`src/hw/rtl/mlfs_pkg.sv`:
```
// Shared types, constants and helpers for the memory LCD frame line sender.
// No dependencies; the front end, the back end and the top level import this package.
`default_nettype none

package mlfs_pkg;

    // Default panel geometry.
    localparam int PANEL_WIDTH_DEF  = 400;
    localparam int PANEL_HEIGHT_DEF = 240;

    // Panel command bytes.
    localparam logic [7:0] CMD_WRITE  = 8'h80;
    localparam logic [7:0] CMD_CLEAR  = 8'h20;
    localparam logic [7:0] VCOM_BIT   = 8'h40;
    localparam logic [7:0] BYTE_WHITE = 8'hFF;
    localparam logic [7:0] BYTE_ZERO  = 8'h00;

    // Queue depths.
    localparam int CMD_Q_DEPTH = 2;
    localparam int OUT_Q_DEPTH = 2;

    // Input command kinds, also used as the queued operation.
    typedef enum logic [1:0] {
        MODE_CLEAR   = 2'd0,
        MODE_PIXEL   = 2'd1,
        MODE_REFRESH = 2'd2,
        MODE_PIX_REF = 2'd3
    } t_mode;

    // One classified command: mirroring already applied, range already checked.
    typedef struct packed {
        t_mode       op;
        logic [7:0]  row;
        logic [6:0]  col;      // byte index within the row
        logic [2:0]  bit_sel;  // pixel within the byte, 0 is the MSB
        logic        black;
    } t_cmd;

    localparam int CMD_W = $bits(t_cmd);

    // Back-end sequencer states.
    typedef enum logic [3:0] {
        S_IDLE,
        S_CLR_HDR,
        S_CLR_TAIL,
        S_PX_RD,
        S_PX_WR,
        S_FILL,
        S_REF_HDR,
        S_REF_ADR,
        S_REF_DATA,
        S_REF_T0,
        S_REF_T1
    } t_bstate;

    // Status from the back end, watched at the top level.
    typedef struct packed {
        logic hdr;   // the byte offered now is a command header
        logic vcom;  // current VCOM phase
    } t_bk_stat;

    function automatic logic [7:0] rev8(input logic [7:0] v);
        logic [7:0] r;
        for (int i = 0; i < 8; i++) begin
            r[7 - i] = v[i];
        end
        return r;
    endfunction

    // Set or clear one pixel of a byte; pixel 0 is the MSB.
    function automatic logic [7:0] px_apply(input logic [7:0] b, input logic [2:0] sel,
                                            input logic black);
        logic [7:0] mask;
        mask = 8'h80 >> sel;
        return black ? (b & ~mask) : (b | mask);
    endfunction

endpackage

`default_nettype wire

```
`src/hw/rtl/mlfs_front.sv`:
```
// Front end: accepts input items, drops out-of-range ones, applies mirroring
// and hands a classified command on. Depends on mlfs_pkg.
`default_nettype none

module mlfs_front
    import mlfs_pkg::*;
#(
    parameter int PANEL_WIDTH  = PANEL_WIDTH_DEF,
    parameter int PANEL_HEIGHT = PANEL_HEIGHT_DEF
) (
    input  wire logic       i_clk,
    input  wire logic       i_rst_n,
    input  wire logic       i_valid,
    output logic            o_ready,
    input  wire t_mode      i_mode,
    input  wire logic [8:0] i_x_pos,
    input  wire logic [7:0] i_y_pos,
    input  wire logic       i_draw_black,
    input  wire logic       i_mirror,
    output logic            o_cmd_valid,
    input  wire logic       i_cmd_ready,
    output t_cmd            o_cmd
);

    // Wide enough for any mirrored column below PANEL_WIDTH.
    localparam int XMW = $clog2(PANEL_WIDTH) + 1;

    logic           r_vld;
    logic           n_vld;
    t_cmd           r_cmd;
    t_cmd           w_cmd;
    logic           w_accept;
    logic           w_keep;
    logic           w_x_ok;
    logic           w_y_ok;
    logic [XMW-1:0] w_x_m;
    logic [7:0]     w_y_m;

    assign o_ready  = !r_vld || i_cmd_ready;
    assign w_accept = i_valid && o_ready;

    always_comb begin
        w_x_ok = int'(i_x_pos) < PANEL_WIDTH;
        w_y_ok = int'(i_y_pos) < PANEL_HEIGHT;
        case (i_mode)
            MODE_CLEAR:   w_keep = 1'b1;
            MODE_REFRESH: w_keep = w_y_ok;
            default:      w_keep = w_y_ok && w_x_ok;
        endcase

        w_x_m = i_mirror ? XMW'(PANEL_WIDTH - 1 - int'(i_x_pos)) : XMW'(i_x_pos);
        w_y_m = i_mirror ? 8'(PANEL_HEIGHT - 1 - int'(i_y_pos)) : i_y_pos;

        w_cmd.op      = i_mode;
        w_cmd.row     = w_y_m;
        w_cmd.col     = 7'(w_x_m >> 3);
        w_cmd.bit_sel = w_x_m[2:0];
        w_cmd.black   = i_draw_black;

        if (w_accept) begin
            n_vld = w_keep;
        end else begin
            n_vld = r_vld && !i_cmd_ready;
        end
    end

    always_ff @(posedge i_clk) begin
        if (!i_rst_n) begin
            r_vld <= 1'b0;
        end else begin
            r_vld <= n_vld;
        end
    end

    always_ff @(posedge i_clk) begin
        if (w_accept) begin
            r_cmd <= w_cmd;
        end
    end

    assign o_cmd_valid = r_vld;
    assign o_cmd       = r_cmd;

endmodule

`default_nettype wire

```
`config.mk`:
```
export PLATFORM = sky130hd
export DESIGN_NAME = mlfs_front
export DESIGN_NICKNAME = d
export VERILOG_FILES = /design/src/hw/rtl/mlfs_pkg.sv /design/src/hw/rtl/mlfs_front.sv
export SDC_FILE = /design/constraint.sdc
export NUM_CORES = 1
export LEC_CHECK = 0
export ABC_CLOCK_PERIOD_IN_PS = 3140
export BUFFER_PORTS_ARGS = -buffer_cell sky130_fd_sc_hd__buf_2
export CAP_MARGIN = 20
export CORE_MARGIN = 8
export CORE_UTILIZATION = 30
export DETAILED_ROUTE_END_ITERATION = 8
export SLEW_MARGIN = 30
export SYNTH_ARGS = -nofsm -noshare
export SYNTH_HDL_FRONTEND = slang
export SYNTH_SLANG_ARGS = --single-unit
```
`constraint.sdc`:
```
create_clock -name i_clk -period 3.14 [get_ports i_clk]
set_input_delay 0.314 -clock i_clk [delete_from_list [all_inputs] [get_ports i_clk]]
set_output_delay 0.314 -clock i_clk [all_outputs]
set_load 0.03 [all_outputs]
```
==> results of run 1 <==
[area by class of cell]
cell class | instances | area, um2 | area share
multi-input cells | 32 | 254.0 | 0.2078
well taps | 33 | 41.29 | 0.03378
flip-flops and latches | 22 | 650.6 | 0.5322
repair buffers | 47 | 235.2 | 0.1924
clock buffers | 3 | 22.52 | 0.01842
inverters | 4 | 15.01 | 0.01228
clock inverters | 1 | 3.754 | 0.003071
[per-layer routing]
| layer | wire, um | vias to the layer above | track usage |
|---|---|---|---|
| met5 | 0 | - | 0 |
| met4 | 24 | 0 | 0.05442 |
| met3 | 177 | 2 | 0.02650 |
| met2 | 885 | 29 | 0.1194 |
| met1 | 893 | 286 | 0.09159 |
| li1 | - | 313 | - |
[state kept, by name, summed over array words and instances, names as in the netlist]
| name | count |
|---|---|
| o_cmd | 21 |
| o_cmd_valid | 1 |
[per-stage QoR]
stage	total power, mW	setup WS [ps]
final	0.6066	1624
after global routing	0.6356	1501
after CTS	0.6120	1586
after detailed placement	0.4862	1483
after global placement	0.4848	1518
after floorplan	0.4406	1430
[where the power goes]
part | total (mW) | internal, mW | switching [mW]
combinational | 0.122 | 0.0396 | 0.0823
sequential | 0.355 | 0.350 | 0.00530
clock | 0.130 | 0.0463 | 0.0832
[worst max-delay path: stages, from the launching register on]
cell	delay, ps
dfxtp_1	330
nand2b_1	100
and2_1	720
[cell usage in the layout (no fill, tap or decap), types with 2 or more instances in the layout]
| cell | n |
|---|---|
| buf_2 | 47 |
| edfxtp_1 | 21 |
| xor2_1 | 10 |
| nand2b_1 | 4 |
| inv_1 | 3 |
| clkbuf_4 | 3 |
| xnor2_1 | 2 |
| nor2_1 | 2 |
| a21oi_1 | 2 |
| ha_1 | 2 |
[logic make-up (layout without fill, tap and decap cells)]
logic type / Yosys count / after routing / share of synthesized area
XOR/XNOR: 13 / 13 / 0.1302
AO/OA/AOI/OAI: 8 / 8 / 0.05773
AND/OR/NAND/NOR: 9 / 9 / 0.05772
flip-flops: 22 / 22 / 0.6980
buffers and inverters: 6 / 55 / 0.02952
adder cells (fa/ha/maj): 2 / 2 / 0.02684
[final timing paths]
path	from	to
worst max-delay path	o_cmd_valid	o_cmd[8]
worst min-delay path	i_draw_black	o_cmd[0]
worst max register to register	o_cmd_valid	o_cmd[8]
worst min register to register	o_cmd_valid	o_cmd_valid
==> results by group, run 1 <==
Power
  – Worst VDD drop: 0.0001455 V
  – PD cells: 496.2 nW/um2
  – Leakage power total: 0.5358 nW

Clocking
  – Post-CTS Resized: 0
  – CTS buffer count: 3
  – Post-CTS setup buffer count: 0
  – Clock Tree Buf Depth: 2
  – # H-tree levels: 1
  – TritonCTS clock tree: built
  – Clock Pin Slew Worst Setup and Hold Paths: 120 ps
  – Clock Latency Late Sink: 300 ps
  – CTS root buf: clkbuf_4
  – Hold-fix buffers at CTS: 0
  – CTS Sinks: 22

Logic synthesis
  – Syn avg cell area: 15.54 um2
  – Async set-reset flop share out of synthesis: 0
  – Synthesized instance count: 60
  – Post-synth EDFFs: 21
  – Post-synth cell types: 22
  – Top cells by area, synth: edfxtp_1 (68%), xor2_1 (9.4%), ha_1 (2.7%)
  – Yosys top cell by area: edfxtp_1
  – Synth top cells by count: edfxtp_1 (21), xor2_1 (10), nand2b_1 (4), inv_1 (3)
  – Yosys warns: 0
  – Post-Syn Area: 932.1 um2
  – Most frequent cell after synthesis: edfxtp_1
  – Post-Syn Nets: 87
  – Seq/Total Area, Yosys: 0.6980
  – Post-synth top area share: 0.6765
  – Seq cells post-synth: 22
  – Prevailing post-synth register cell: edfxtp_1

Placement
  – GPL Wtd Cong: 0.7249
  – Placed cell count: 138
  – Dpl hpwl: 1595 um
  – Dpl cell area: 1196 um2
  – I/O Buffers: 47

Global routing
  – Grt total ovfl: 0
  – Antenna violations before repair: 0
  – GRT Util Overall: 0.07882
  – Global-route wire length before repair: 3111 um
  – Number of global-route vias before repair: 673
  – Maximum number of pins on one net before global-route repair: 22

Drt
  – DR WL/cell: 13.94 um
  – Remaining routing DRC violations: 0
  – Total number of vias: 630
  – Routed Antenna Nets: 0
  – Drt via density: 4.437
  – TritonRoute pass-1 iters: 3
  – Iter 0 DRT Violations: 33
  – Wirelength, routed: 1980 um

Final layout
  – Final core occ: 0.4071
  – Fill cells: 291
  – Inserted Diodes: 0
  – Share of cells above drive strength 1: 0.4862
  – Nets@finish: 137
  – Area grow syn2layout: 31.14%
  – Final instance area: 1222 um2
  – Final cell count without fillers: 142

Timing
  – Post-Route Skew: 3.927 ps
  – Minimum clock period: 1516 ps
  – Final Cycle Share: 0.4829
  – Max_slew headroom: 0.4052
  – Unrepaired setup endpoints after global routing: no
  – Final Hold Violating Endpoints: 0
  – WHS: 176.3 ps
  – Worst-Margin Slew: 892.1 ps
  – Final setup violation count: 0
  – Fin. max-slew vios: 0
  – Setup TNS: 0 ps
  – FMAX: 659.4 MHz

Outcome
  – Outcome: complete, no violations

Worst hold path
  – Hold Crit Depth: 1
  – Min-delay worst type: input port to flop

Setup path
  – CP startpoint kind: flop
  – FF-to-FF setup slack: 1620 ps
  – Worst Path Max Fanout: 21
  – Crit path DAT: 1460 ps
  – Reg2Reg Depth: 2
  – CP Capture Type: flop
  – WP data required: 3080 ps
  – Crit path kind: flop to flop

Run
  – Maxcap violations: 0

Floorplanning
  – Die area: 5147 um2
  – Starting Density: 0.3104
  – Die X: 71.74 um
  – Site Rows: 20
  – Vert. Die Dim: 71.74 um
  – Core area: 3003 um2
  – Ports: 48
(Power assumes the default switching activity.)
==> run 2, diff against run 1 <==
Settings changed: ABC_CLOCK_PERIOD_IN_PS 3140 to 1600.
Clock period 3.14 ns to 1.6 ns, I/O delays scaled along.
==> results by group, run 2 (synthesis gave the netlist of run 1 again) <==
Power
  – Seq pwr share: 0.515
  – Clock power frac: 0.305
  – Internal power: 1.019 mW
  – Worst VDD drop: 0.0003677 V
  – Switching share of power: 0.2458
  – P_sw: 332.0 uW
  – PD cells: 1074 nW/um2
  – Combinational Power Share: 0.180
  – Leakage power total: 0.5538 nW

Setup path
  – CP startpoint kind: flop
  – Crit path kind: flop to flop
  – Max stage delay on crit path: 470 ps
  – Critical-path top delay cell: and2_2
  – Worst Path Max Fanout: 21
  – WP data required: 1550 ps
  – Worst-path cell chain: nand2b_1 > and2_2
  – Crit path DAT: 1180 ps
  – CP Capture Type: flop

Global routing
  – GRT Util Overall: 0.07701
  – Antenna violations before repair: 0
  – Grt total ovfl: 0
  – Global-route wire length before repair: 3084 um
  – Maximum number of pins on one net before global-route repair: 22
  – Number of global-route vias before repair: 690

Final layout
  – Commonest non-fill, non-tap cell in the layout: buf_2
  – Fill cells: 288
  – Nets@finish: 138
  – Largest register FFs: 21
  – Most frequent cells in the layout: buf_2 (47), edfxtp_1 (21), xor2_1 (10)
  – Area grow syn2layout: 34.90%
  – Inserted Diodes: 0
  – Share of cells above drive strength 1: 0.5091

Placement
  – GPL Wtd Cong: 0.7272
  – Dpl hpwl: 1643 um
  – I/O Buffers: 47

Drt
  – DR WL/cell: 13.78 um
  – Routed Antenna Nets: 0
  – TritonRoute pass-1 iters: 4
  – Remaining routing DRC violations: 0
  – Total number of vias: 651
  – Iter 0 DRT Violations: 35
  – Wirelength, routed: 1971 um
  – Drt via density: 4.552

Clocking
  – Clock Latency Late Sink: 300 ps
  – Hold-fix buffers at CTS: 0
  – CTS buffer count: 3
  – Clock Tree Buf Depth: 2
  – Post-CTS setup buffer count: 0
  – TritonCTS clock tree: built
  – CTS Sinks: 22
  – Clock Pin Slew Worst Setup and Hold Paths: 120 ps
  – # H-tree levels: 1
  – CTS root buf: clkbuf_4
  – Post-CTS Resized: 0

Timing
  – WHS: 28.42 ps
  – Final setup violation count: 0
  – Setup TNS: 0 ps
  – Worst-Margin Slew: 568.4 ps
  – Minimum clock period: 1228 ps
  – Fin. max-slew vios: 0
  – Post-Route Skew: 4.252 ps
  – Max_slew headroom: 0.6162
  – Final Hold Violating Endpoints: 0
  – Final Cycle Share: 0.7672
  – Unrepaired setup endpoints after global routing: no
  – FMAX: 814.7 MHz

Floorplanning
  – Site Rows: 20
  – Ports: 48
  – Die X: 71.74 um
  – Die area: 5147 um2
  – Starting Density: 0.3104
  – Vert. Die Dim: 71.74 um
  – Core area: 3003 um2

Outcome
  – Outcome: complete, no violations

Run
  – Maxcap violations: 0

Worst hold path
  – Min-delay worst type: input port to flop
## run 2: layout make-up
type | instances | area (um2) | share of cell area
timing repair buffer | 48 | 242.7 | 0.1930
multi-input combinational | 32 | 255.2 | 0.2030
sequential | 22 | 650.6 | 0.5174
inverter | 4 | 15.01 | 0.01194
clock buffer | 3 | 22.52 | 0.01791
clock inverter | 1 | 30.03 | 0.02388
tap | 33 | 41.29 | 0.03284
## run 2: through the flow
step / utilization / area [um2] / total power [mW] / instances / setup WS (ps)
final: 0.4188 / 1257 / 1.351 / 143 / 372.5
after global routing: 0.4188 / 1257 / 1.412 / 143 / 285.7
after CTS: 0.4188 / 1257 / 1.373 / 143 / 350.5
after detailed placement: 0.4013 / 1205 / 0.9574 / 139 / 362.5
after global placement: 0.4013 / 1205 / 0.9519 / 139 / 389.0
after floorplan: - / 933.4 / 0.8648 / 60 / 106.8
## run 2: routing by layer
metal / GRT usage / routed length (um) / up-vias
li1: - / - / 314
met1: 0.07309 / 696 / 312
met2: 0.1356 / 1064 / 23
met3: 0.03068 / 185 / 2
met4: 0.04762 / 25 / 0
met5: 0 / 0 / -
## run 2: worst max-delay path: cells and delay by family (launching register included)
| kind | cells | cell delay (ps) |
|---|---|---|
| flip-flops | 1 | 330 |
| AND/OR/NAND/NOR | 2 | 560 |
## run 2: power groups by stage
stage               Sequential, mW  Clock (mW)  Combinational (mW)
CTS                          0.697       0.429               0.248
global placement             0.708           0               0.244
finish                       0.695       0.412               0.243
floorplan                    0.800           0              0.0648
global route                 0.700       0.450               0.261
detailed placement           0.710           0               0.248
## run 2: worst paths after layout
path,slack (ps),to,startpoint,cells after the start
worst max-delay path,370,o_cmd[16],o_cmd_valid,2
worst min-delay path,30,o_cmd[0],i_draw_black,1
worst min register to register,530,o_cmd_valid,o_cmd_valid,2
worst max register to register,370,o_cmd[16],o_cmd_valid,2
==> run 3, diff against run 2 <==
Settings changed: ABC_CLOCK_PERIOD_IN_PS 1600 to 1100.
Clock period 1.6 ns to 1.1 ns, I/O delays scaled along.
==> results by group, run 3 (synthesis gave the netlist of run 1 again) <==
Outcome
  – Outcome: complete, no violations

Timing
  – WHS: 18.17 ps
  – Max_slew headroom: 0.7799
  – Minimum clock period: 1058 ps
  – Final WS setup: 41.66 ps
  – Final Hold Violating Endpoints: 0
  – FMAX: 944.9 MHz
  – Unrepaired setup endpoints after global routing: no
  – Final setup violation count: 0
  – Post-Route Skew: 1.488 ps
  – Final Cycle Share: 0.9621
  – Fin. max-slew vios: 0
  – Worst-Margin Slew: 326.0 ps

Floorplanning
  – Ports: 48
  – Vert. Die Dim: 71.74 um
  – Die X: 71.74 um
  – Die area: 5147 um2
  – Core area: 3003 um2
  – Starting Density: 0.3104
  – Site Rows: 20

Drt
  – DR WL/cell: 13.74 um
  – Total number of vias: 647
  – Remaining routing DRC violations: 0
  – Drt via density: 4.372
  – DR WL met2: 1015 um
  – Routed Antenna Nets: 0
  – DR top layer: met4
  – Metal-1 WL: 826 um
  – Iter 0 DRT Violations: 42
  – TritonRoute pass-1 iters: 4
  – Wirelength, routed: 2034 um
  – Met3 routed WL: 165 um

Global routing
  – Grt total ovfl: 0
  – Maximum number of pins on one net before global-route repair: 22
  – Antenna violations before repair: 0
  – Number of global-route vias before repair: 648
  – GRT Util Overall: 0.08161
  – Global-route wire length before repair: 3215 um

Placement
  – Pre-CTS setup slack: -81.01 ps
  – Placed cell count: 142
  – Dpl cell area: 1240 um2
  – I/O Buffers: 47
  – GPL Wtd Cong: 0.7204
  – Dpl hpwl: 1624 um

Power
  – PD cells: 1368 nW/um2
  – Leakage power total: 0.5711 nW
  – Worst VDD drop: 0.0003310 V

Clocking
  – Post-CTS Resized: 0
  – CTS root buf: clkbuf_4
  – TritonCTS clock tree: built
  – Clock Latency Late Sink: 300 ps
  – # H-tree levels: 1
  – CTS buffer count: 3
  – Clock Pin Slew Worst Setup and Hold Paths: 120 ps
  – Clock Tree Buf Depth: 2
  – CTS Sinks: 22

Setup path
  – Crit path kind: flop to flop
  – Worst Path Max Fanout: 21
  – CP Capture Type: flop
  – CP startpoint kind: flop
  – Crit path DAT: 1050 ps
  – WP data required: 1090 ps

Final layout
  – Area grow syn2layout: 37.99%
  – Most frequent cells in the layout: buf_2 (47), edfxtp_1 (21), xor2_1 (10)
  – Largest register FFs: 21
  – Final instance area: 1286 um2
  – Inserted Diodes: 0
  – Nets@finish: 143
  – Share of cells above drive strength 1: 0.5217
  – Final core occ: 0.4283
  – Commonest non-fill, non-tap cell in the layout: buf_2
  – Final cell count without fillers: 148

Run
  – Maxcap violations: 0

Worst hold path
  – Min-delay worst type: input port to flop
## run 3: area by class of cell
cell class / instances / area (um2)
sequential: 22 / 654.4
fill: 289 / 1717
multi-input combinational: 32 / 264.0
inverter: 4 / 15.01
tap: 33 / 41.29
clock buffer: 4 / 26.28
timing repair buffer: 53 / 285.3
## run 3: timing repair
item | in CTS | in global routing
setup endpoints to repair | 0 | 0
hold endpoints to repair | 2 | 0
buffers inserted | 0 | 0
hold buffers | 2 | 0
## run 3: where the power goes
part / switching (mW) / internal (mW) / leakage [nW]
clock network: 0.235 / 0.141 / 0.0150
logic: 0.241 / 0.131 / 0.343
registers: 0.0146 / 0.997 / 0.213
total: 0.490 / 1.27 / 0.571
## run 3: per-stage QoR
stage / setup TNS [ps] / power [mW]
after floorplan: -141.7 / 1.264
after global placement: -70.31 / 1.400
after detailed placement: -81.01 / 1.404
after CTS: 0 / 1.788
after global routing: 0 / 1.852
final: 0 / 1.760
## run 3: final timing paths
kind,to,slack [ps],from,depth (start not counted)
setup / recovery,o_cmd[10],40,o_cmd_valid,2
hold / removal,o_cmd[19],20,i_mode[0],1
setup reg to reg,o_cmd[10],40,o_cmd_valid,2
hold reg to reg,o_cmd_valid,520,o_cmd_valid,2
## run 3: routing by layer
metal / up-vias / track usage
li1: 328 / -
met1: 291 / 0.08624
met2: 26 / 0.1397
met3: 2 / 0.02510
met4: 0 / 0.04762
met5: - / 0
## run 3: worst max-delay path, cell delays in order, from the launching register on
cell and delay, ps:
dfxtp_4 370, nand2b_4 60, and2_4 320
