**config.mk**
```make
export PLATFORM = sky130hd
export DESIGN_NAME = mlfs_fifo
export DESIGN_NICKNAME = d
export VERILOG_FILES = /design/src/hw/rtl/mlfs_fifo.sv
export SDC_FILE = /design/constraint.sdc
export NUM_CORES = 1
export LEC_CHECK = 0
export ABC_AREA = 1
export BUFFER_PORTS_ARGS = -buffer_cell sky130_fd_sc_hd__buf_2
export CORE_MARGIN = 1.5
export CORE_UTILIZATION = 53
export CTS_CLUSTER_SIZE = 30
export DETAILED_ROUTE_END_ITERATION = 10
export HOLD_SLACK_MARGIN = 0.15
export PLACE_DENSITY_LB_ADDON = 0.25
export SETUP_SLACK_MARGIN = 0.02
export SKIP_LAST_GASP = 1
export SYNTH_ARGS = -nofsm -noshare
export SYNTH_HDL_FRONTEND = slang
export SYNTH_SLANG_ARGS = --single-unit
```
**constraint.sdc**
```tcl
create_clock -name i_clk -period 4.5 [get_ports i_clk]
set_clock_uncertainty 0.15 [all_clocks]
set_input_delay 0.45 -clock i_clk [delete_from_list [all_inputs] [get_ports i_clk]]
set_output_delay 0.45 -clock i_clk [all_outputs]
set_load 0.01 [all_outputs]
```
**src/hw/rtl/mlfs_fifo.sv**
```systemverilog
// Small synchronous FIFO with valid/ready on both sides.
// No dependencies.
`default_nettype none

module mlfs_fifo #(
    parameter int WIDTH = 8,
    parameter int DEPTH = 2
) (
    input  wire logic             i_clk,
    input  wire logic             i_rst_n,
    input  wire logic             i_wr_valid,
    output logic                  o_wr_ready,
    input  wire logic [WIDTH-1:0] i_wr_data,
    output logic                  o_rd_valid,
    input  wire logic             i_rd_ready,
    output logic      [WIDTH-1:0] o_rd_data
);

    localparam int PW = $clog2(DEPTH);
    localparam int CW = $clog2(DEPTH + 1);

    logic [WIDTH-1:0] r_mem [DEPTH];
    logic [PW-1:0]    r_wr_ptr;
    logic [PW-1:0]    r_rd_ptr;
    logic [CW-1:0]    r_cnt;
    logic             w_push;
    logic             w_pop;

    assign o_wr_ready = (r_cnt != CW'(DEPTH));
    assign o_rd_valid = (r_cnt != '0);
    assign o_rd_data  = r_mem[r_rd_ptr];
    assign w_push     = i_wr_valid && o_wr_ready;
    assign w_pop      = o_rd_valid && i_rd_ready;

    always_ff @(posedge i_clk) begin
        if (w_push) begin
            r_mem[r_wr_ptr] <= i_wr_data;
        end
    end

    always_ff @(posedge i_clk) begin
        if (!i_rst_n) begin
            r_wr_ptr <= '0;
            r_rd_ptr <= '0;
            r_cnt    <= '0;
        end else begin
            if (w_push) begin
                r_wr_ptr <= (r_wr_ptr == PW'(DEPTH - 1)) ? '0 : r_wr_ptr + 1'b1;
            end
            if (w_pop) begin
                r_rd_ptr <= (r_rd_ptr == PW'(DEPTH - 1)) ? '0 : r_rd_ptr + 1'b1;
            end
            if (w_push && !w_pop) begin
                r_cnt <= r_cnt + 1'b1;
            end else if (w_pop && !w_push) begin
                r_cnt <= r_cnt - 1'b1;
            end
        end
    end

endmodule

`default_nettype wire

```
==> impl_metrics.env, run 1 <==
export IMPL_vias=514
export IMPL_timing_setup_tns_ns=0
export IMPL_n_antenna_cell=0
export IMPL_wl_per_cell_um=12.5
export IMPL_syn_inst=62
export IMPL_dp_slack_ns=2.76
export IMPL_first_pass_iters=2
export IMPL_nFillCells=122
export IMPL_hold_viol=0
export IMPL_dp_hpwl_um=975
export IMPL_die_w_um=42.7
export IMPL_seq_area_um2=581
export IMPL_post_cts_resized=0
export IMPL_pin_count=22
export IMPL_grt_pass1_wl_um=2150
export IMPL_insertion_delay_ns=0.29
export IMPL_critPathRequiredTime_ns=3.90
export IMPL_cp_end_kind="output pin"
export IMPL_clk_pin_slew_ns=0.11
export IMPL_final_nets=100
export IMPL_grt_overflow=0
export IMPL_initial_utilization_pct=56.1
export IMPL_drive_gt1_share_pct=44.2
export IMPL_run_status="finished, final reports clean"
export IMPL_synth_nets=75
export IMPL_die_y_um=42.7
export IMPL_power_density_mw_per_mm2=533
export IMPL_ys_seq_area_share_pct=69.5
export IMPL_ys_warn_count=0
export IMPL_slew_headroom_pct=50.6
export IMPL_ctsHoldBuffers=0
export IMPL_syn_avg_cell_area_um2=13.5
export IMPL_cts_root_buf="clkbuf_4"
export IMPL_area_growth_pct=17.5
export IMPL_first_global_vias=518
export IMPL_numCtsBuffers=3
export IMPL_port_buffers=21
export IMPL_cap_violations=0
export IMPL_synth_seq_cells=21
export IMPL_worstSetupPathType="reg -> out"
export IMPL_swShare_pct=32.1
export IMPL_dieArea_mm2=0.00182
export IMPL_rsz0062_at_grt="false"
export IMPL_synth_top_area_share_pct=57.5
export IMPL_cts_tree="done"
export IMPL_crit_path_cell_trace="mux2_2 -> buf_2"
export IMPL_setup_viol=0
export IMPL_comb_power_share_pct=31.4
export IMPL_p_seq_share_pct=52.0
export IMPL_tightest_slew_ns=0.738
export IMPL_drt_iter0_drc=8
export IMPL_grt_usage_pct=17.0
export IMPL_power_leakage_nw=0.410
export IMPL_timing_final_ws_setup_ns=2.55
export IMPL_grt_max_degree=12
export IMPL_max_stage_delay_ns=0.54
export IMPL_irDropWorstVdd_v=0.000328
export IMPL_num_rows=14
export IMPL_multi_input_area_um2=219
export IMPL_pwr_share_clk_pct=16.6
export IMPL_fmaxAchievable_mhz=512
export IMPL_fin_crit_ns=1.95
export IMPL_core_area_mm2=0.00149
export IMPL_viasPerCell=5.04
export IMPL_grt_antenna_before_repair=0
export IMPL_ant_nets=0
export IMPL_post_synth_top_area_cell="edfxtp_1"
export IMPL_arrival_ns=1.35
export IMPL_drc_errors=0
export IMPL_synthTopCellsByArea="edfxtp_1 (57%), dfxtp_1 (12%), mux2_2 (11%), nor2_1 (3.6%), inv_1 (2.7%)"
export IMPL_start_kind="flip-flop"
export IMPL_dpl_cell_count=98
export IMPL_slowest_stage="dfxtp_1"
export IMPL_hold_path_class="in -> reg"
export IMPL_synth_cell_area_um2=836
export IMPL_post_cts_buffers=0
export IMPL_power_internal_w=0.000356
export IMPL_path_delay_family="flip-flops"
export IMPL_stdcell_count=102
export IMPL_routed_wl_um=1280
export IMPL_slew_viol_final=0
export IMPL_crit_buf_inv=1
export IMPL_clock_sink_count=21
export IMPL_synth_cell_types=18
export IMPL_net_switching_power_w=0.000168
export IMPL_critPathMaxFanout=8
export IMPL_h_tree_depth=1
export IMPL_min_period_over_period_pct=43.4
export IMPL_place_gp_congestion=0.663
export IMPL_clock_path_buffers=2
final timing paths:
kind / to / startpoint / cells past startpoint / slack, ns
setup / recovery: o_rd_data[0] / flip-flop / 2 / 2.55
hold / removal: r_mem[0][1] / i_wr_data[1] / 1 / 0.19
setup reg to reg: r_mem[1][7] / r_cnt[0] / 4 / 2.79
hold reg to reg: r_rd_ptr / r_rd_ptr / 2 / 0.37
sequential cells by signal, indices dropped and copies added (netlist names), named ones only:
| register | count |
|---|---|
| r_rd_ptr | 1 |
| r_cnt | 2 |
| r_mem | 16 |
| r_wr_ptr | 1 |
stage by stage:
step           util (%)  cell area (µm²)  power [W]  hold slack [ns]
2_1_floorplan         -              836   0.000391            0.315
3_3_place_gp       64.2              956   0.000435            0.333
3_5_place_dp       64.2              956   0.000444            0.350
4_1_cts            66.0              982   0.000532            0.176
5_1_grt            66.0              982   0.000565            0.164
6_report           66.0              982   0.000524            0.189
power by group through the flow:
stage	logic, W	registers [W]	clock network [W]
6_report	0.000164	0.000273	0.0000870
4_1_cts	0.000167	0.000273	0.0000913
2_1_floorplan	0.000125	0.000266	0
3_3_place_gp	0.000159	0.000276	0
3_5_place_dp	0.000167	0.000278	0
5_1_grt	0.000187	0.000278	0.0000991
kinds of logic after synthesis:
group                    Yosys count  share of synthesized area (%)
AO/OA/AOI/OAI                      4                           2.84
adder cells (fa/ha/maj)            1                           1.50
buffers and inverters              9                           4.34
flip-flops                        21                           69.5
multiplexers                       8                           10.8
AND/OR/NAND/NOR                   19                           11.1
cells in the mapped netlist, drive strengths merged:
library cell	instances
nand4	1
dfxtp	5
inv	7
mux2	8
nand3	1
edfxtp	16
nor2	8
buf	1
a21oi	1
o21ai	2
o21a	1
nand2	9
clkinv	1
ha	1
placed cells by master, fill, tap and decap left out:
| cell type | count |
|---|---|
| clkbuf_4 | 3 |
| edfxtp_1 | 16 |
| mux2_2 | 8 |
| nand2_2 | 1 |
| nand2_4 | 2 |
| o21ai_1 | 1 |
| dfxtp_1 | 5 |
| a21oi_1 | 1 |
| inv_2 | 1 |
| nor2_1 | 8 |
| clkbuf_1 | 1 |
| nand2_1 | 6 |
| clkinv_2 | 1 |
| nand4_1 | 1 |
| o21ai_0 | 1 |
| nand3_1 | 1 |
| inv_1 | 6 |
| buf_2 | 21 |
| ha_1 | 1 |
| o21a_2 | 1 |
cell type report:
class                           instances  share of cell area [%]
Inverter                                8                    3.18
Multi-Input combinational cell         32                    22.3
Sequential cell                        21                    59.1
Clock buffer                            4                    2.68
Tap cell                               16                    2.04
Timing Repair Buffer                   21                    10.7
per-layer routing:
| metal | vias up | share of wire [%] | wire length, µm | global-route usage (%) |
|---|---|---|---|---|
| met5 | - | 0 | 0 | 0 |
| met4 | 0 | 0 | 0 | 12.5 |
| met3 | 0 | 3.8 | 49 | 5.96 |
| met2 | 10 | 54 | 692 | 27.6 |
| met1 | 243 | 42 | 538 | 18.1 |
| li1 | 261 | - | - | - |
Power figures use the tool's default switching activity.
==> run 2, diff against run 1 <==
- CORE_UTILIZATION: 53 -> 44
- clock period: 4.5 -> 1.6 ns (I/O delays scaled with it)
==> impl_metrics.env, run 2 (synthesized netlist as in run 1, its figures left out) <==
export IMPL_clk_pin_slew_ns=0.11
export IMPL_largest_reg_flops=16
export IMPL_grt_max_degree=12
export IMPL_r2r_cells=8
export IMPL_cp_end_kind="flip-flop"
export IMPL_initial_utilization_pct=47.4
export IMPL_design_area_mm2=0.00113
export IMPL_num_rows=15
export IMPL_viasPerCell=4.46
export IMPL_post_route_util_pct=64.2
export IMPL_drive_gt1_share_pct=45.0
export IMPL_hold_path_end="r_cnt[0]"
export IMPL_final_common_cell="buf_2"
export IMPL_grt_pass1_wl_um=1990
export IMPL_cts_tree="done"
export IMPL_swShare_pct=31.9
export IMPL_slew_viol_final=0
export IMPL_drc_errors=0
export IMPL_hold_viol=0
export IMPL_grt_overflow=0
export IMPL_min_period_over_period_pct=95.5
export IMPL_r2r_end="r_cnt[0]"
export IMPL_area_growth_pct=35.5
export IMPL_net_switching_power_w=0.000491
export IMPL_setup_viol=0
export IMPL_fmaxAchievable_mhz=654
export IMPL_numCtsBuffers=3
export IMPL_clock_path_buffers=2
export IMPL_first_global_vias=480
export IMPL_n_antenna_cell=0
export IMPL_dieArea_mm2=0.00217
export IMPL_dp_hpwl_um=888
export IMPL_port_buffers=21
export IMPL_run_status="finished, final reports clean"
export IMPL_wl_per_cell_um=11.0
export IMPL_grt_usage_pct=13.9
export IMPL_drt_iter0_drc=11
export IMPL_power_density_mw_per_mm2=1360
export IMPL_top_register="r_mem"
export IMPL_place_gp_congestion=0.766
export IMPL_r2r_start="r_cnt[0]"
export IMPL_grt_antenna_before_repair=0
export IMPL_start_kind="input port"
export IMPL_top_regs="r_mem (16), r_cnt (2)"
export IMPL_final_nets=114
export IMPL_tightest_slew_ns=0.218
export IMPL_worstSetupPathType="in -> reg"
export IMPL_die_w_um=46.6
export IMPL_post_cts_buffers=0
export IMPL_hold_start="r_cnt[0]"
export IMPL_final_cell_mix="buf_2 (21), edfxtp_1 (16), dlygate4sd3_1 (11)"
export IMPL_irDropWorstVdd_v=0.00109
export IMPL_die_y_um=46.6
export IMPL_first_pass_iters=4
export IMPL_critPathRequiredTime_ns=1.64
export IMPL_clock_sink_count=21
export IMPL_cts_root_buf="clkbuf_4"
export IMPL_power_leakage_nw=0.472
export IMPL_cap_violations=0
export IMPL_hold_path_depth=1
export IMPL_p_seq_share_pct=50.7
export IMPL_r2r_setup_slack_ns=0.11
export IMPL_pwr_share_clk_pct=15.9
export IMPL_arrival_ns=1.57
export IMPL_slew_headroom_pct=85.3
export IMPL_vias=558
export IMPL_comb_power_share_pct=33.4
export IMPL_h_tree_depth=1
export IMPL_core_area_mm2=0.00176
export IMPL_ant_nets=0
export IMPL_routed_wl_um=1370
export IMPL_pin_count=22
export IMPL_placed_cell_area_um2=990
export IMPL_fin_crit_ns=1.53
export IMPL_critPathMaxFanout=4
export IMPL_power_internal_w=0.00105
export IMPL_insertion_delay_ns=0.29
export IMPL_hold_path_class="reg -> reg"
## run 2: final cells by class
cell class / instances / area, µm²
clock buffers: 4 / 26.3
fillers: 163 / 632
inverters: 8 / 31.3
multi-input cells: 32 / 219
flip-flops and latches: 21 / 587
well taps: 25 / 31.3
repair buffers: 35 / 238
## run 2: worst max path at each step
stage,depth (start not counted),from,endpoint
6_report,8,i_rd_ready,r_cnt[0]
5_1_grt,10,i_rd_ready,r_cnt[1]
4_1_cts,2,flip-flop,o_rd_data[5]
3_5_place_dp,8,r_cnt[1],r_cnt[1]
3_3_place_gp,8,r_cnt[1],r_cnt[1]
2_1_floorplan,4,r_cnt[0],r_mem[1][0]
## run 2: timing repair
item,in CTS,in global routing
gates resized for setup,2,3
endpoints found under the hold margin,21,0
hold buffers,11,0
endpoints found under the setup margin,8,2
## run 2: power groups by stage
| stage | sequential (W) | clock, W | combinational, W |
|---|---|---|---|
| global route | 0.000793 | 0.000273 | 0.000573 |
| CTS | 0.000774 | 0.000261 | 0.000510 |
| floorplan | 0.000748 | 0 | 0.000351 |
| detailed placement | 0.000782 | 0 | 0.000487 |
| global placement | 0.000773 | 0 | 0.000474 |
| finish | 0.000779 | 0.000245 | 0.000514 |
## run 2: worst max-delay path: stages
cell and delay, ns:
dlygate4sd3_1 0.52, buf_2 0.09, o21a_2 0.15, inv_1 0.05, ha_1 0.28, inv_2 0.05, o21ai_0 0.20, a21oi_1 0.07
## run 2: metrics by stage
step	power (W)	TNS, ns	hold WS (ns)	setup WS (ns)	instances
6_report	0.00154	0	0.347	0.0720	125
3_3_place_gp	0.00125	0	0.197	0.162	110
4_1_cts	0.00154	0	0.361	0.0540	125
5_1_grt	0.00164	-0.000250	0.373	-0.000250	125
2_1_floorplan	0.00110	0	0.109	0.131	62
3_5_place_dp	0.00127	0	0.202	0.111	110
## run 2: per-layer routing
| metal | share of wire, % | vias to the layer above | GRT usage, % |
|---|---|---|---|
| li1 | - | 289 | - |
| met1 | 41 | 250 | 15.3 |
| met4 | 0.73 | 0 | 8.57 |
| met5 | 0 | - | 0 |
| met2 | 53 | 17 | 23.6 |
| met3 | 4.4 | 2 | 3.53 |
==> run 3, diff against run 2 <==
- ABC_AREA: 1 -> default
==> impl_metrics.env, run 3 <==
export IMPL_clock_sink_count=21
export IMPL_crit_path_cell_trace="nand2b_4 -> and2_4 -> ha_4 -> xor2_1 -> or3_1 -> a21oi_1"
export IMPL_core_area_mm2=0.00173
export IMPL_worstSetupPathType="reg -> reg"
export IMPL_ys_seq_area_share_pct=71.7
export IMPL_routed_wl_um=1250
export IMPL_cap_violations=0
export IMPL_die_y_um=45.9
export IMPL_finalPower_w=0.00158
export IMPL_top_regs="r_mem (16), r_cnt (2)"
export IMPL_top_register="r_mem"
export IMPL_synth_nets=63
export IMPL_cp_end_kind="flip-flop"
export IMPL_arrival_ns=1.67
export IMPL_final_cell_mix="buf_2 (20), edfxtp_1 (16), dlygate4sd3_1 (10)"
export IMPL_synth_cell_types=17
export IMPL_pin_count=22
export IMPL_first_pass_iters=4
export IMPL_crit_buf_inv=0
export IMPL_clock_path_buffers=2
export IMPL_run_status="finished, final reports clean"
export IMPL_ys_warn_count=0
export IMPL_n_antenna_cell=0
export IMPL_place_gp_congestion=0.694
export IMPL_num_rows=15
export IMPL_min_period_over_period_pct=98.9
export IMPL_die_w_um=45.9
export IMPL_yosysMostFrequentCell="edfxtp_1"
export IMPL_hold_viol=0
export IMPL_grt_antenna_before_repair=0
export IMPL_max_stage_delay_ns=0.38
export IMPL_critPathMaxFanout=4
export IMPL_design_area_mm2=0.00113
export IMPL_final_nets=102
export IMPL_syn_inst=50
export IMPL_slowest_stage="dfxtp_4"
export IMPL_synth_top_area_share_pct=59.4
export IMPL_dp_hpwl_um=771
export IMPL_drive_gt1_share_pct=52.3
export IMPL_insertion_delay_ns=0.30
export IMPL_slew_viol_final=0
export IMPL_synth_edf_count=16
export IMPL_grt_overflow=0
export IMPL_irDropWorstVdd_v=0.000848
export IMPL_hold_path_class="in -> reg"
export IMPL_post_route_util_pct=65.6
export IMPL_dpl_cell_count=97
export IMPL_initial_utilization_pct=46.9
export IMPL_largest_reg_flops=16
export IMPL_syn_avg_cell_area_um2=16.2
export IMPL_post_synth_top_area_cell="edfxtp_1"
export IMPL_power_density_mw_per_mm2=1390
export IMPL_path_delay_family="simple AND/OR/NAND/NOR gates"
export IMPL_port_buffers=21
export IMPL_placed_cell_area_um2=972
export IMPL_grt_usage_pct=13.0
export IMPL_cts_tree="done"
export IMPL_start_kind="flip-flop"
export IMPL_synthTopCellsByArea="edfxtp_1 (59%), dfxtp_1 (12%), mux2_2 (11%), xor2_1 (3.2%), nand2b_4 (1.7%)"
export IMPL_rsz0062_at_grt="true"
export IMPL_setup_viol=0
export IMPL_drc_errors=0
export IMPL_vias=515
export IMPL_grt_max_degree=13
export IMPL_synth_top_cells_by_count="edfxtp_1 (16), mux2_2 (8), dfxtp_1 (5)"
export IMPL_power_leakage_nw=0.458
export IMPL_dieArea_mm2=0.00211
export IMPL_grt_pass1_wl_um=1840
export IMPL_synth_cell_area_um2=810
export IMPL_h_tree_depth=1
export IMPL_stdcell_count=113
export IMPL_drt_iter0_drc=6
export IMPL_ant_nets=0
export IMPL_numCtsBuffers=3
export IMPL_area_growth_pct=39.9
export IMPL_fmaxAchievable_mhz=632
export IMPL_slew_headroom_pct=78.1
export IMPL_clk_pin_slew_ns=0.11
export IMPL_final_common_cell="buf_2"
export IMPL_wl_per_cell_um=11.0
export IMPL_fin_crit_ns=1.58
export IMPL_ys_async_sr_fraction_pct=0
export IMPL_synth_seq_cells=21
export IMPL_cts_root_buf="clkbuf_4"
export IMPL_viasPerCell=4.56
export IMPL_first_global_vias=448
export IMPL_ys_flop_type="edfxtp_1"
export IMPL_tightest_slew_ns=0.329
export IMPL_hold_ws_ns=0.186
export IMPL_critPathRequiredTime_ns=1.69
==> run 3: cell types whose count changed in the layout (fill, tap and decap cells not counted), sizes merged, moves of 3 or more <==
cell,delta
nand2,-9
xor2,+3
nor2,-5
inv,-5
==> run 3: path summary, 6_finish.rpt <==
check	depth (start not counted)	end	slack (ns)	from
worst max register to register	6	r_cnt[1]	0.02	r_cnt[0]
worst min register to register	2	r_rd_ptr	0.37	r_rd_ptr
worst max-delay path	6	r_cnt[1]	0.02	r_cnt[0]
worst min-delay path	5	r_rd_ptr	0.19	i_rd_ready
==> run 3: cell type report <==
type / instances / area (µm²)
inverter: 2 / 7.51
multi-input combinational: 26 / 235
fill: 150 / 594
tap: 25 / 31.3
timing repair buffer: 35 / 241
sequential: 21 / 589
clock inverter: 1 / 5.00
clock buffer: 3 / 22.5
==> run 3: timing repair <==
action / in CTS / in global routing
setup buffers: 2 / 0
endpoints found under the hold margin: 21 / 0
pin swaps: 1 / 0
setup endpoints to repair: 9 / 10
hold buffers: 10 / 0
gates resized for setup: 4 / 2
==> run 3: cells by family after synthesis <==
family / synth area share (%)
flops: 71.7
compound gates: 3.71
fa+ha+maj: 1.55
mux: 11.1
buf+inv: 1.55
xor+xnor: 3.25
simple gates: 7.11
==> run 3: worst register-to-register path, stage by stage (launching register included) <==
cell and delay [ns]:
dfxtp_4 0.38, nand2b_4 0.14, and2_4 0.16, ha_4 0.15, xor2_1 0.14, or3_1 0.30, a21oi_1 0.11
==> run 3: per-stage QoR <==
step                setup slack [ns]  TNS, ns
global placement              0.0275        0
floorplan                     0.0405        0
CTS                          0.00500        0
global route                 -0.0529  -0.0529
finish                        0.0170        0
detailed placement           0.00228        0
==> run 3: where the power goes <==
part	leakage, nW	switching (W)	internal [W]	total, W
combinational	0.248	0.000229	0.000322	0.000551
clock	0.0177	0.000154	0.0000931	0.000247
sequential	0.192	0.0000726	0.000706	0.000779
==> run 3: metal layers <==
metal / global-route usage, % / wire length [µm] / vias up / part of all wire [%]
met1: 15.5 / 544 / 241 / 44
li1: - / - / 257 / -
met5: 0 / 0 / - / 0
met4: 10.3 / 10 / 0 / 0.80
met2: 20.0 / 635 / 15 / 51
met3: 2.78 / 57 / 2 / 4.6
